**config.mk**
```make
export PLATFORM = sky130hd
export DESIGN_NAME = rational_arithmetic_unit
export DESIGN_NICKNAME = d
export VERILOG_FILES = /design/src/rtl/core/rau_pkg.sv /design/src/rtl/core/rau_mul.sv /design/src/rtl/core/rau_gcd.sv /design/src/rtl/core/rau_div.sv /design/src/rtl/core/rational_arithmetic_unit.sv
export SDC_FILE = /design/constraint.sdc
export NUM_CORES = 2
export LEC_CHECK = 0
export BUFFER_PORTS_ARGS = -buffer_cell sky130_fd_sc_hd__buf_4
export CORE_ASPECT_RATIO = 0.8
export CORE_MARGIN = 2
export CORE_UTILIZATION = 36
export CTS_CLUSTER_DIAMETER = 60
export DETAILED_ROUTE_END_ITERATION = 8
export PLACE_DENSITY = 0.58
export SKIP_LAST_GASP = 1
export SYNTH_ARGS = -nofsm -noshare
export SYNTH_HDL_FRONTEND = slang
export SYNTH_SLANG_ARGS = --single-unit
```
**constraint.sdc**
```tcl
create_clock -name clk -period 11.4 [get_ports clk]
set_input_delay 0.57 -clock clk [delete_from_list [all_inputs] [get_ports clk]]
set_output_delay 0.57 -clock clk [all_outputs]
set_load 0.1 [all_outputs]
```
**src/rtl/core/rau_pkg.sv**
```systemverilog
`default_nettype none

package rau_pkg;

  localparam int OPERAND_WIDTH = 16;
  localparam int NUM_W         = 33;
  localparam int DEN_W         = 31;
  localparam int TYPE_W        = 3;

  localparam logic [TYPE_W-1:0] OP_ADD   = 3'd0;
  localparam logic [TYPE_W-1:0] OP_SUB   = 3'd1;
  localparam logic [TYPE_W-1:0] OP_MUL   = 3'd2;
  localparam logic [TYPE_W-1:0] OP_DIV   = 3'd3;
  localparam logic [TYPE_W-1:0] OP_CMP   = 3'd4;
  localparam logic [TYPE_W-1:0] OP_RECIP = 3'd5;

  typedef struct packed {
    logic busy;
    logic done;
  } unit_stat_t;

endpackage

`default_nettype wire

```
**src/rtl/core/rau_mul.sv**
```systemverilog
`default_nettype none

module rau_mul #(
  parameter int W = rau_pkg::OPERAND_WIDTH
) (
  input  logic                  clk,
  input  logic signed [W-1:0]   a,
  input  logic signed [W-1:0]   b,
  output logic signed [2*W-1:0] prod
);

  always_ff @(posedge clk) begin
    prod <= a * b;
  end

endmodule

`default_nettype wire

```
**src/rtl/core/rau_gcd.sv**
```systemverilog
`default_nettype none

module rau_gcd #(
  parameter int MW = 2 * rau_pkg::OPERAND_WIDTH
) (
  input  logic                clk,
  input  logic                rst,
  input  logic                start,
  input  logic [MW-1:0]       a_in,
  input  logic [MW-1:0]       b_in,
  output rau_pkg::unit_stat_t stat,
  output logic [MW-1:0]       g
);

  localparam int KW = $clog2(MW);

  typedef enum logic [0:0] {
    G_IDLE,
    G_RUN
  } gstate_t;

  gstate_t       state;
  logic [MW-1:0] a;
  logic [MW-1:0] b;
  logic [KW-1:0] k;
  logic [MW:0]   diff_ab;
  logic [MW:0]   diff_ba;

  assign diff_ab = {1'b0, a} - {1'b0, b};
  assign diff_ba = {1'b0, b} - {1'b0, a};

  always_ff @(posedge clk) begin
    if (rst) begin
      state <= G_IDLE;
      stat  <= '0;
    end else begin
      stat.done <= (state == G_RUN) && (a == '0);
      case (state)
        G_IDLE: begin
          if (start) begin
            a         <= a_in;
            b         <= b_in;
            k         <= '0;
            stat.busy <= 1'b1;
            state     <= G_RUN;
          end
        end
        G_RUN: begin
          if (a == '0) begin
            g         <= b << k;
            stat.busy <= 1'b0;
            state     <= G_IDLE;
          end else if (!a[0] && !b[0]) begin
            a <= a >> 1;
            b <= b >> 1;
            k <= k + 1'b1;
          end else if (!a[0]) begin
            a <= a >> 1;
          end else if (!b[0]) begin
            b <= b >> 1;
          end else if (!diff_ab[MW]) begin
            a <= diff_ab[MW:1];
          end else begin
            b <= diff_ba[MW:1];
          end
        end
        default: begin
          state <= G_IDLE;
        end
      endcase
    end
  end

endmodule

`default_nettype wire

```
**src/rtl/core/rau_div.sv**
```systemverilog
`default_nettype none

module rau_div #(
  parameter int MW = 2 * rau_pkg::OPERAND_WIDTH
) (
  input  logic                clk,
  input  logic                rst,
  input  logic                start,
  input  logic [MW-1:0]       dividend,
  input  logic [MW-1:0]       divisor,
  output rau_pkg::unit_stat_t stat,
  output logic [MW-1:0]       quo
);

  localparam int CW = $clog2(MW);

  typedef enum logic [0:0] {
    D_IDLE,
    D_RUN
  } dstate_t;

  dstate_t       state;
  logic [MW-1:0] rem;
  logic [MW-1:0] dsr;
  logic [CW-1:0] cnt;
  logic [MW:0]   rsh;
  logic [MW+1:0] trial;

  assign rsh   = {rem, quo[MW-1]};
  assign trial = {1'b0, rsh} - {2'b00, dsr};

  always_ff @(posedge clk) begin
    if (rst) begin
      state <= D_IDLE;
      stat  <= '0;
    end else begin
      stat.done <= (state == D_RUN) && (cnt == '0);
      case (state)
        D_IDLE: begin
          if (start) begin
            quo       <= dividend;
            dsr       <= divisor;
            rem       <= '0;
            cnt       <= CW'(MW - 1);
            stat.busy <= 1'b1;
            state     <= D_RUN;
          end
        end
        D_RUN: begin
          if (!trial[MW+1]) begin
            rem <= trial[MW-1:0];
            quo <= {quo[MW-2:0], 1'b1};
          end else begin
            rem <= rsh[MW-1:0];
            quo <= {quo[MW-2:0], 1'b0};
          end
          if (cnt == '0) begin
            stat.busy <= 1'b0;
            state     <= D_IDLE;
          end else begin
            cnt <= cnt - 1'b1;
          end
        end
        default: begin
          state <= D_IDLE;
        end
      endcase
    end
  end

endmodule

`default_nettype wire

```
**src/rtl/core/rational_arithmetic_unit.sv**
```systemverilog
// Rational arithmetic unit: takes a request of two signed fractions and an
// operation (add, subtract, multiply, divide, compare only, reciprocal of the
// left operand) and returns the result reduced by its gcd, with the sign in
// res_num and res_den positive, plus a three-way compare of left against
// right. A zero denominator, divide by zero or reciprocal of zero sets status
// and returns the reduced left operand (lhs_num over 0 if lhs_den is zero).
// One request at a time: req_stall is high from acceptance until the result
// moves into the output register, which may still wait on res_stall while
// the next request is taken. Each request runs the binary gcd steps (at most
// about 4*OPERAND_WIDTH) and then 4*OPERAND_WIDTH restoring-division steps,
// all on the shared gcd and divider units; a zero result, or an error with
// lhs_den zero, skips the gcd and the divisions.
`default_nettype none

module rational_arithmetic_unit #(
  parameter int OPERAND_WIDTH = rau_pkg::OPERAND_WIDTH
) (
  input  logic                                 clk,
  input  logic                                 rst,
  input  logic                                 req_valid,
  output logic                                 req_stall,
  input  logic [rau_pkg::TYPE_W-1:0]           req_type,
  input  logic signed [OPERAND_WIDTH-1:0]      lhs_num,
  input  logic signed [OPERAND_WIDTH-1:0]      lhs_den,
  input  logic signed [OPERAND_WIDTH-1:0]      rhs_num,
  input  logic signed [OPERAND_WIDTH-1:0]      rhs_den,
  output logic                                 res_valid,
  input  logic                                 res_stall,
  output logic signed [rau_pkg::NUM_W-1:0]     res_num,
  output logic [rau_pkg::DEN_W-1:0]            res_den,
  output logic signed [1:0]                    cmp_sign,
  output logic                                 status
);

  localparam int W  = OPERAND_WIDTH;
  localparam int MW = 2 * W;
  localparam int SW = MW + 1;
  localparam int NW = (SW > rau_pkg::NUM_W) ? SW : rau_pkg::NUM_W;
  localparam int DW = (MW > rau_pkg::DEN_W) ? MW : rau_pkg::DEN_W;

  typedef enum logic [2:0] {
    S_IDLE,
    S_MUL,
    S_FORM,
    S_GCD,
    S_DIV_N,
    S_DIV_D,
    S_FINISH
  } state_t;

  state_t                          state;
  logic [rau_pkg::TYPE_W-1:0]      op;
  logic signed [W-1:0]             ln;
  logic signed [W-1:0]             ld;
  logic signed [W-1:0]             rn;
  logic signed [W-1:0]             rd;
  logic [2:0]                      mstep;
  logic signed [MW-1:0]            p0;
  logic signed [MW-1:0]            p1;
  logic signed [MW-1:0]            p2;
  logic signed [MW-1:0]            p3;
  logic [MW-1:0]                   mag_n;
  logic [MW-1:0]                   mag_d;
  logic                            neg;
  logic [MW-1:0]                   q_num;
  logic signed [rau_pkg::NUM_W-1:0] pend_num;
  logic [rau_pkg::DEN_W-1:0]       pend_den;
  logic signed [1:0]               pend_cmp;
  logic                            pend_err;

  logic signed [W-1:0]             mul_a;
  logic signed [W-1:0]             mul_b;
  logic signed [MW-1:0]            prod;

  logic signed [SW-1:0]            f_sum;
  logic signed [SW-1:0]            f_diff;
  logic signed [SW-1:0]            f_n;
  logic signed [SW-1:0]            f_d;
  logic                            f_zden;
  logic                            f_err;
  logic signed [1:0]               f_cmp;
  logic [MW-1:0]                   f_mag_n;
  logic [MW-1:0]                   f_mag_d;
  logic                            f_reduce;

  rau_pkg::unit_stat_t             gcd_stat;
  rau_pkg::unit_stat_t             div_stat;
  logic                            gcd_start;
  logic                            div_start;
  logic [MW-1:0]                   gcd_g;
  logic [MW-1:0]                   div_dividend;
  logic [MW-1:0]                   div_quo;

  logic signed [SW-1:0]            snum;
  logic signed [NW-1:0]            num_ext;
  logic [DW-1:0]                   den_ext;
  logic signed [NW-1:0]            ln_ext;

  always_comb begin
    case (mstep)
      3'd0: begin
        mul_a = ln;
        mul_b = rd;
      end
      3'd1: begin
        mul_a = ld;
        mul_b = rn;
      end
      3'd2: begin
        mul_a = ln;
        mul_b = rn;
      end
      default: begin
        mul_a = ld;
        mul_b = rd;
      end
    endcase
  end

  rau_mul #(.W(W)) u_mul (
    .clk  (clk),
    .a    (mul_a),
    .b    (mul_b),
    .prod (prod)
  );

  always_comb begin
    f_sum  = SW'(p0) + SW'(p1);
    f_diff = SW'(p0) - SW'(p1);
    f_zden = (ld == '0) || (rd == '0);
    if (f_zden || f_diff == '0) begin
      f_cmp = 2'sb00;
    end else if (f_diff[SW-1] ^ p3[MW-1]) begin
      f_cmp = 2'sb11;
    end else begin
      f_cmp = 2'sb01;
    end
    case (op)
      rau_pkg::OP_ADD: begin
        f_n = f_sum;
        f_d = SW'(p3);
      end
      rau_pkg::OP_SUB: begin
        f_n = f_diff;
        f_d = SW'(p3);
      end
      rau_pkg::OP_MUL: begin
        f_n = SW'(p2);
        f_d = SW'(p3);
      end
      rau_pkg::OP_DIV: begin
        f_n = SW'(p0);
        f_d = SW'(p1);
      end
      rau_pkg::OP_RECIP: begin
        f_n = SW'(ld);
        f_d = SW'(ln);
      end
      default: begin
        f_n = SW'(ln);
        f_d = SW'(ld);
      end
    endcase
    f_err = f_zden
         || (op == rau_pkg::OP_DIV && rn == '0)
         || (op == rau_pkg::OP_RECIP && ln == '0);
    if (f_err) begin
      f_n = SW'(ln);
      f_d = SW'(ld);
    end
    f_mag_n  = f_n[SW-1] ? MW'(-f_n) : MW'(f_n);
    f_mag_d  = f_d[SW-1] ? MW'(-f_d) : MW'(f_d);
    f_reduce = !(f_err && ld == '0) && (f_n != '0);
  end

  assign gcd_start    = (state == S_FORM) && f_reduce;
  assign div_start    = ((state == S_GCD) && gcd_stat.done)
                     || ((state == S_DIV_N) && div_stat.done);
  assign div_dividend = (state == S_GCD) ? mag_n : mag_d;

  rau_gcd #(.MW(MW)) u_gcd (
    .clk   (clk),
    .rst   (rst),
    .start (gcd_start),
    .a_in  (f_mag_n),
    .b_in  (f_mag_d),
    .stat  (gcd_stat),
    .g     (gcd_g)
  );

  rau_div #(.MW(MW)) u_div (
    .clk      (clk),
    .rst      (rst),
    .start    (div_start),
    .dividend (div_dividend),
    .divisor  (gcd_g),
    .stat     (div_stat),
    .quo      (div_quo)
  );

  assign snum    = neg ? -signed'({1'b0, q_num}) : signed'({1'b0, q_num});
  assign num_ext = NW'(snum);
  assign den_ext = DW'(div_quo);
  assign ln_ext  = NW'(ln);

  assign req_stall = (state != S_IDLE);

  always_ff @(posedge clk) begin
    if (rst) begin
      state     <= S_IDLE;
      res_valid <= 1'b0;
    end else begin
      if (res_valid && !res_stall && state != S_FINISH) begin
        res_valid <= 1'b0;
      end
      case (state)
        S_IDLE: begin
          if (req_valid) begin
            op    <= req_type;
            ln    <= lhs_num;
            ld    <= lhs_den;
            rn    <= rhs_num;
            rd    <= rhs_den;
            mstep <= '0;
            state <= S_MUL;
          end
        end
        S_MUL: begin
          case (mstep)
            3'd1:    p0 <= prod;
            3'd2:    p1 <= prod;
            3'd3:    p2 <= prod;
            3'd4:    p3 <= prod;
            default: p0 <= p0;
          endcase
          if (mstep == 3'd4) begin
            state <= S_FORM;
          end else begin
            mstep <= mstep + 1'b1;
          end
        end
        S_FORM: begin
          pend_cmp <= f_cmp;
          pend_err <= f_err;
          mag_n    <= f_mag_n;
          mag_d    <= f_mag_d;
          neg      <= f_n[SW-1] ^ f_d[SW-1];
          if (f_reduce) begin
            state <= S_GCD;
          end else if (f_err && ld == '0) begin
            pend_num <= ln_ext[rau_pkg::NUM_W-1:0];
            pend_den <= '0;
            state    <= S_FINISH;
          end else begin
            pend_num <= '0;
            pend_den <= rau_pkg::DEN_W'(1);
            state    <= S_FINISH;
          end
        end
        S_GCD: begin
          if (gcd_stat.done) begin
            state <= S_DIV_N;
          end
        end
        S_DIV_N: begin
          if (div_stat.done) begin
            q_num <= div_quo;
            state <= S_DIV_D;
          end
        end
        S_DIV_D: begin
          if (div_stat.done) begin
            pend_num <= num_ext[rau_pkg::NUM_W-1:0];
            pend_den <= den_ext[rau_pkg::DEN_W-1:0];
            state    <= S_FINISH;
          end
        end
        S_FINISH: begin
          if (!res_valid || !res_stall) begin
            res_valid <= 1'b1;
            res_num   <= pend_num;
            res_den   <= pend_den;
            cmp_sign  <= pend_cmp;
            status    <= pend_err;
            state     <= S_IDLE;
          end
        end
        default: begin
          state <= S_IDLE;
        end
      endcase
    end
  end

`ifndef SYNTH
  a_accept_busy: assert property (@(posedge clk) disable iff (rst)
    req_valid && !req_stall |=> req_stall)
    else $error("request accepted but block not busy next cycle");

  a_gcd_nonzero: assert property (@(posedge clk) disable iff (rst)
    gcd_stat.done |-> gcd_g != '0)
    else $error("gcd unit returned zero");

  a_cmp_code: assert property (@(posedge clk) disable iff (rst)
    res_valid |-> cmp_sign != 2'sb10)
    else $error("invalid compare code");

  a_finish_hold: assert property (@(posedge clk) disable iff (rst)
    (state == S_FINISH) && res_valid && res_stall |=> state == S_FINISH)
    else $error("result overwrote a stalled output");

  a_start_idle: assert property (@(posedge clk) disable iff (rst)
    (gcd_start |-> !gcd_stat.busy) and (div_start |-> !div_stat.busy))
    else $error("shared unit started while busy");
`endif

endmodule

`default_nettype wire

```
-- Word-level counts from Yosys, hierarchy flattened
Index checks and enable logic that the tools add are counted.
- bits of input ports: 71
- word-level logic and storage cells: 215
- flip-flop bits (word level): 671
- output and inout bits: 69
- mux-type cells: 66
- shifts and indexed selects: 1
- eq/ne operators: 32
- $add $sub $neg: 11
- reductions and logical operators: 60
- multiply operators: 1
- bitwise gates (word level): 5
- operator list (operator ; number):
    32-bit two-way mux ; 18
    32-bit case mux with 2 select lines ; 4
    33-bit two-way mux ; 6
    33-bit case mux with 5 select lines ; 1
    33-bit case mux with 3 select lines ; 1
    32-bit by 32-bit subtractor with 33-bit output ; 3
    33-bit case mux with 2 select lines ; 1
    16-bit zero test ; 4
    32-bit negator ; 2
    31-bit two-way mux ; 2
    31-bit case mux with 2 select lines ; 1
    33-bit by 32-bit subtractor with 34-bit output ; 1
    32-bit by 32-bit adder with 33-bit output ; 1
    33-bit zero test ; 1
    32-bit negator with 33-bit output ; 1
    3-bit AND reduction ; 11
    33-bit nonzero test ; 1
    32-bit zero test ; 1
    16-bit by 16-bit multiplier with 32-bit output ; 1
    16-bit two-way mux ; 2
    32-bit by 5-bit left shift with 32-bit output ; 1
    3-bit two-way mux ; 9
    5-bit two-way mux ; 5
    3-bit case mux with 7 select lines ; 1
    other kinds (30) ; 97

-- Depth between registers and ports, before layout
- depth after elaboration: 10
- gate-level depth with buffers: 31
- mapped depth without buffers: 30

-- Hierarchy
From an unflattened synthesis, not the netlist that was laid out.
- cell total of the unflattened synthesis: 4847
- area total of the unflattened synthesis: 49952.9 um^2
- by module, submodules not included (module ; area each (um^2) ; sequential area each (um^2) ; times used ; cells each):
    rational_arithmetic_unit ; 23979.2 ; 12962.4 ; 1 ; 2117
    rau_mul ; 10595.2 ; 640.6 ; 1 ; 1128
    rau_gcd ; 9567.9 ; 3093.0 ; 1 ; 1110
    rau_div ; 5810.6 ; 3093.0 ; 1 ; 492

-- Worst setup path after synthesis
No wires, ideal clock.
- kind: register to register
- start point: register ln[15]
- end point: register pend_den[0] in the netlist's numbering, enable pin
- slack: 2.287 ns
- clock period less this slack: 9.113 ns
- buffers on the path: 6
- arrival time: 8.539 ns
- required time: 10.826 ns
- setup time: 0.574 ns
- stages on the path, launching flop included: 20
- cells stage by stage: edfxtp_1 clkbuf_1 nor4_1 nand4_1 o22ai_2 or2_1 buf_2 buf_1 clkbuf_1 clkbuf_1 buf_1 nor2_1 a21oi_1 ha_1 nand2_1 and4b_1 o211ai_1 nor3_1 a21oi_1 o21ai_0
- word-level cells in the longest chain between the ends: 8
- elaborated cells on any way between the ends: 11
- classes of those cells: eq/ne: 1; mux: 2; reduce/logical: 8
- RTL lines (what ; line ; text):
    start: declaration ; rational_arithmetic_unit.sv:53 ; logic signed [W-1:0] ln;
    start signal: assignment ; rational_arithmetic_unit.sv:220 ; ln <= lhs_num;
    16-bit zero test ; rational_arithmetic_unit.sv:166 ; || (op == rau_pkg::OP_RECIP && ln == '0);
    1-bit logical AND ; rational_arithmetic_unit.sv:166 ;
    1-bit logical OR ; rational_arithmetic_unit.sv:166 ;
    33-bit two-way mux / 1-bit logical AND (equally long branches) ; rational_arithmetic_unit.sv:167, rational_arithmetic_unit.sv:173 ;
    33-bit nonzero test / 1-bit zero test (equally long branches) ; rational_arithmetic_unit.sv:173 ; f_reduce = !(f_err && ld == '0) && (f_n != '0);
    1-bit logical AND * ; rational_arithmetic_unit.sv:173 ;
    2-bit inequality test (no source line) * ; n/a ;
    4-bit AND reduction (no source line) * ; n/a ;
    end signal: assignment ; rational_arithmetic_unit.sv:256 ; pend_den <= rau_pkg::DEN_W'(1);
    end signal: assignment ; rational_arithmetic_unit.sv:274 ; pend_den <= den_ext[rau_pkg::DEN_W-1:0];
    end: declaration ; rational_arithmetic_unit.sv:67 ; logic [rau_pkg::DEN_W-1:0] pend_den;
Mark *: on every way between the ends. The rest lies on a longest branch, timed or not.
A chain may end at the register's enable or synchronous reset.

-- Final worst setup path
- start point: register mstep[0]
- end point: register u_mul.prod[29]
- word-level cells in the longest chain between the ends: 4
- elaborated cells on any way between the ends: 8
- classes of those cells: mul: 1; eq/ne: 2; mux: 2; reduce/logical: 3
- RTL lines (what ; line ; text):
    start: declaration ; rational_arithmetic_unit.sv:57 ; logic [2:0] mstep;
    start signal: assignment ; rational_arithmetic_unit.sv:239 ; mstep <= mstep + 1'b1;
    3-bit by 2-bit equality test with 1-bit output (tied with other cells) ; rational_arithmetic_unit.sv:100 ; case (mstep)
    2-bit OR reduction (no source line) ; n/a ;
    16-bit two-way mux ; rational_arithmetic_unit.sv:100 ;
    16-bit by 16-bit multiplier with 32-bit output * ; rau_mul.sv:13 ; prod <= a * b;
    end signal: assignment ; rau_mul.sv:13 ;
    end: declaration ; rau_mul.sv:9 ; output logic signed [2*W-1:0] prod
Marked as above.

==> results.py <==
metrics = {
    "grt": {
        "antenna_found_initial": 9,
        "grt_first_pass_wirelength_um": 251200,
        "gr-usage-all-layers_pct": 24.00,
        "grt_start_max_net_pins": 76,
        "grt_pass1_vias": 37310,
        "grt_overflow": 0,
    },
    "finish": {
        "layout.nets": 5653,
        "syn_to_final_growth_pct": 13.05,
        "layout-drive-gt1-share_pct": 9.667,
        "reg_top3": "pend_num (33), res_num (33)",
    },
    "timing": {
        "fin_setup_tns_ns": 0,
        "tightest_slew_ns": 1.204,
        "period_needed_ns": 8.916,
        "rsz0062_at_grt": "false",
        "hold_viol": 0,
        "post-route-period-util_pct": 78.21,
        "fin_skew_ns": 0.05741,
        "finalMaxSlewViolations": 0,
        "clock.fmax_mhz": 112.2,
        "setup_viol": 0,
        "slew-limit-headroom_pct": 19.47,
    },
    "synthesis": {
        "ys_seq_area_share_pct": 39.80,
        "syn_inst": 4964,
        "synth.distinct_cells": 105,
        "syn_area_um2": 49620,
        "synth_seq_cells": 671,
        "syn_nets": 5552,
        "ys_warn_count": 0,
        "synth-main-ff-cell": "edfxtp_1",
        "async_flop_share_pct": 0,
        "synth-edff-count": 631,
        "syn_avg_cell_area_um2": 9.995,
    },
    "cts": {
        "root_buffer": "clkbuf_16",
        "insertion_delay_ns": 0.73,
        "cts_tree": "built",
        "clock_path_buffers": 3,
        "cts_buffers": 82,
        "cts_sinks": 671,
        "clk_pin_slew_ns": 0.06,
        "cts_max_level": 3,
        "postCtsSetupBuffers": 0,
        "ctsResizeCount": 0,
    },
    "min_path": {
        "worstHoldPathType": "in -> reg",
        "hold_depth": 1,
    },
    "route": {
        "drt_pass1_iterations": 6,
        "wl_met3_um": 18330,
        "drt-total-wl_um": 170400,
        "ant_nets": 0,
        "avgRoutedWirePerCell_um": 24.42,
        "routed_via_density": 5.612,
        "first_iter_violations": 4404,
        "routed-via-count": 39170,
        "dr.max_layer_used": "met5",
        "wl_met1_um": 81050,
        "drc": 0,
        "met2_length_um": 66810,
    },
    "setup_path": {
        "cp.required_ns": 12.02,
        "worstPathArrival_ns": 9.53,
        "crit_type": "reg -> reg",
        "r2r_cells": 27,
        "start_kind": "flip-flop",
        "crit_fanout": 24,
        "worst_setup_path_end_kind": "flip-flop",
    },
    "placement": {
        "numPortBuffers": 139,
        "routabilityCongestion": 0.9960,
        "detailed_place_hpwl_um": 133300,
    },
    "flow_run": {
        "maxCapViolations": 0,
    },
    "status": {
        "outcome": "finished, final reports clean",
    },
    "floorplan": {
        "io_pins": 140,
        "start_util_pct": 36.37,
        "row_count": 121,
        "core_area_um2": 136400,
        "die_width_um": 419.1,
        "dieArea_um2": 140800,
        "die_h_um": 336.1,
    },
}
[Yosys cell counts, types with 52 or more instances]
library cell,number,share of area (%)
a21oi_1,322,3.2
inv_1,528,4.0
a31oi_1,55,0.69
nand3_1,95,0.96
nor2_1,483,3.7
mux2i_1,160,3.2
nor3_1,72,0.73
o21ai_0,263,2.7
xor2_1,73,1.3
and2_1,52,0.66
clkbuf_1,174,1.3
ha_1,250,6.3
xnor2_1,168,3.0
fa_1,267,11
nand2_1,379,2.9
a21o_1,71,1.1
edfxtp_1,631,38
[cell type report]
type / count / area [µm²]
Fill cell: 13250 / 80310
Multi-Input combinational cell: 3524 / 27070
Sequential cell: 671 / 19750
Tap cell: 1845 / 2308
Clock buffer: 91 / 2106
Inverter: 534 / 2004
Timing Repair Buffer: 252 / 1979
Clock inverter: 59 / 863.3
Antenna cell: 3 / 7.507
[worst paths after layout]
| path | from | endpoint | slack, ns |
|---|---|---|---|
| setup / recovery | mstep[0]$_SDFFCE_PN0P_ | u_mul.prod[29]$_DFF_P_ | 2.48 |
| setup reg to reg | mstep[0]$_SDFFCE_PN0P_ | u_mul.prod[29]$_DFF_P_ | 2.48 |
| hold reg to reg | u_gcd.g[9]$_SDFFCE_PP0P_ | u_div.dsr[9]$_DFFE_PP_ | 0.41 |
| hold / removal | rhs_den[6] | rd[6]$_DFFE_PP_ | 0.04 |
[what timing repair did]
action	4_1_cts	5_1_grt
hold buffers	35	0
endpoints found under the hold margin	35	0
endpoints found under the setup margin	0	0
[cells in the final DEF (no fill, tap or decap), drive strengths merged, types with 19 or more instances in the layout]
| cell | n |
|---|---|
| o211ai | 28 |
| a21o | 71 |
| o21bai | 30 |
| and2 | 54 |
| fa | 267 |
| inv | 541 |
| o22ai | 23 |
| or3 | 23 |
| clkinv | 37 |
| mux2i | 160 |
| or2 | 22 |
| a221oi | 22 |
| or4 | 19 |
| nor2b | 42 |
| a21oi | 326 |
| buf | 217 |
| nor3 | 72 |
| xor2 | 73 |
| nor4 | 33 |
| clkbuf | 91 |
| a31oi | 58 |
| nand2 | 379 |
| nand4 | 48 |
| xnor2 | 168 |
| nand2b | 46 |
| dfxtp | 40 |
| edfxtp | 631 |
| o31ai | 45 |
| a22oi | 33 |
| o22a | 26 |
| nand3 | 97 |
| o21a | 46 |
| o21ai | 270 |
| and3 | 40 |
| mux2 | 39 |
| dlygate4sd3 | 35 |
| a211oi | 37 |
| nor2 | 485 |
| ha | 250 |
[stage by stage]
step                hold WS (ns)  worst slack (ns)  util, %  area (µm²)  std cells
detailed placement        0.4045             2.544    38.68       52770       6791
global route            0.007060             2.018    41.12       56090       6977
finish                   0.04221             2.484    41.12       56100       6979
CTS                    0.0001132             2.532    41.12       56090       6976
global placement          0.4005             2.626    38.68       52770       6791
floorplan                 0.4003             2.287        -       49620       4964
[layer usage]
metal | track usage, % | vias up
li1 | - | 17750
met1 | 36.87 | 19350
met2 | 32.59 | 1838
met3 | 6.778 | 229
met4 | 5.953 | 2
met5 | 0 | -
[logic make-up (layout without fill, tap and decap cells)]
logic type,count (synthesis),after routing,synth area share [%]
simple gates,1394,1394,13.07
mux,209,209,4.567
compound gates,1163,1163,15.32
fa+ha+maj,517,517,17.08
other cells,0,3,0
buf+inv,769,936,5.903
flops,671,671,39.80
xor+xnor,241,241,4.254
[worst max-delay path, cell delays in order, from the launching register on]
cell and delay (ns):
edfxtp_1 0.48, inv_1 0.10, ha_1 0.25, o21ai_4 0.82, mux2i_1 0.74, buf_4 0.29
nor2_1 0.08, fa_1 0.53, inv_1 0.05, fa_1 0.46, fa_1 0.51, inv_1 0.05
fa_1 0.49, fa_1 0.50, inv_1 0.05, fa_1 0.48, inv_1 0.05, ha_1 0.34
and3_1 0.23, nand2_1 0.09, a211oi_1 0.07, o41a_1 0.44, o41a_1 0.38, a41o_1 0.30
o41ai_1 0.38, o211ai_1 0.19, a211o_1 0.31, xor2_1 0.15
Power is not shown: default switching activity piles up to over one toggle a cycle in this logic, so the estimate is an artifact.
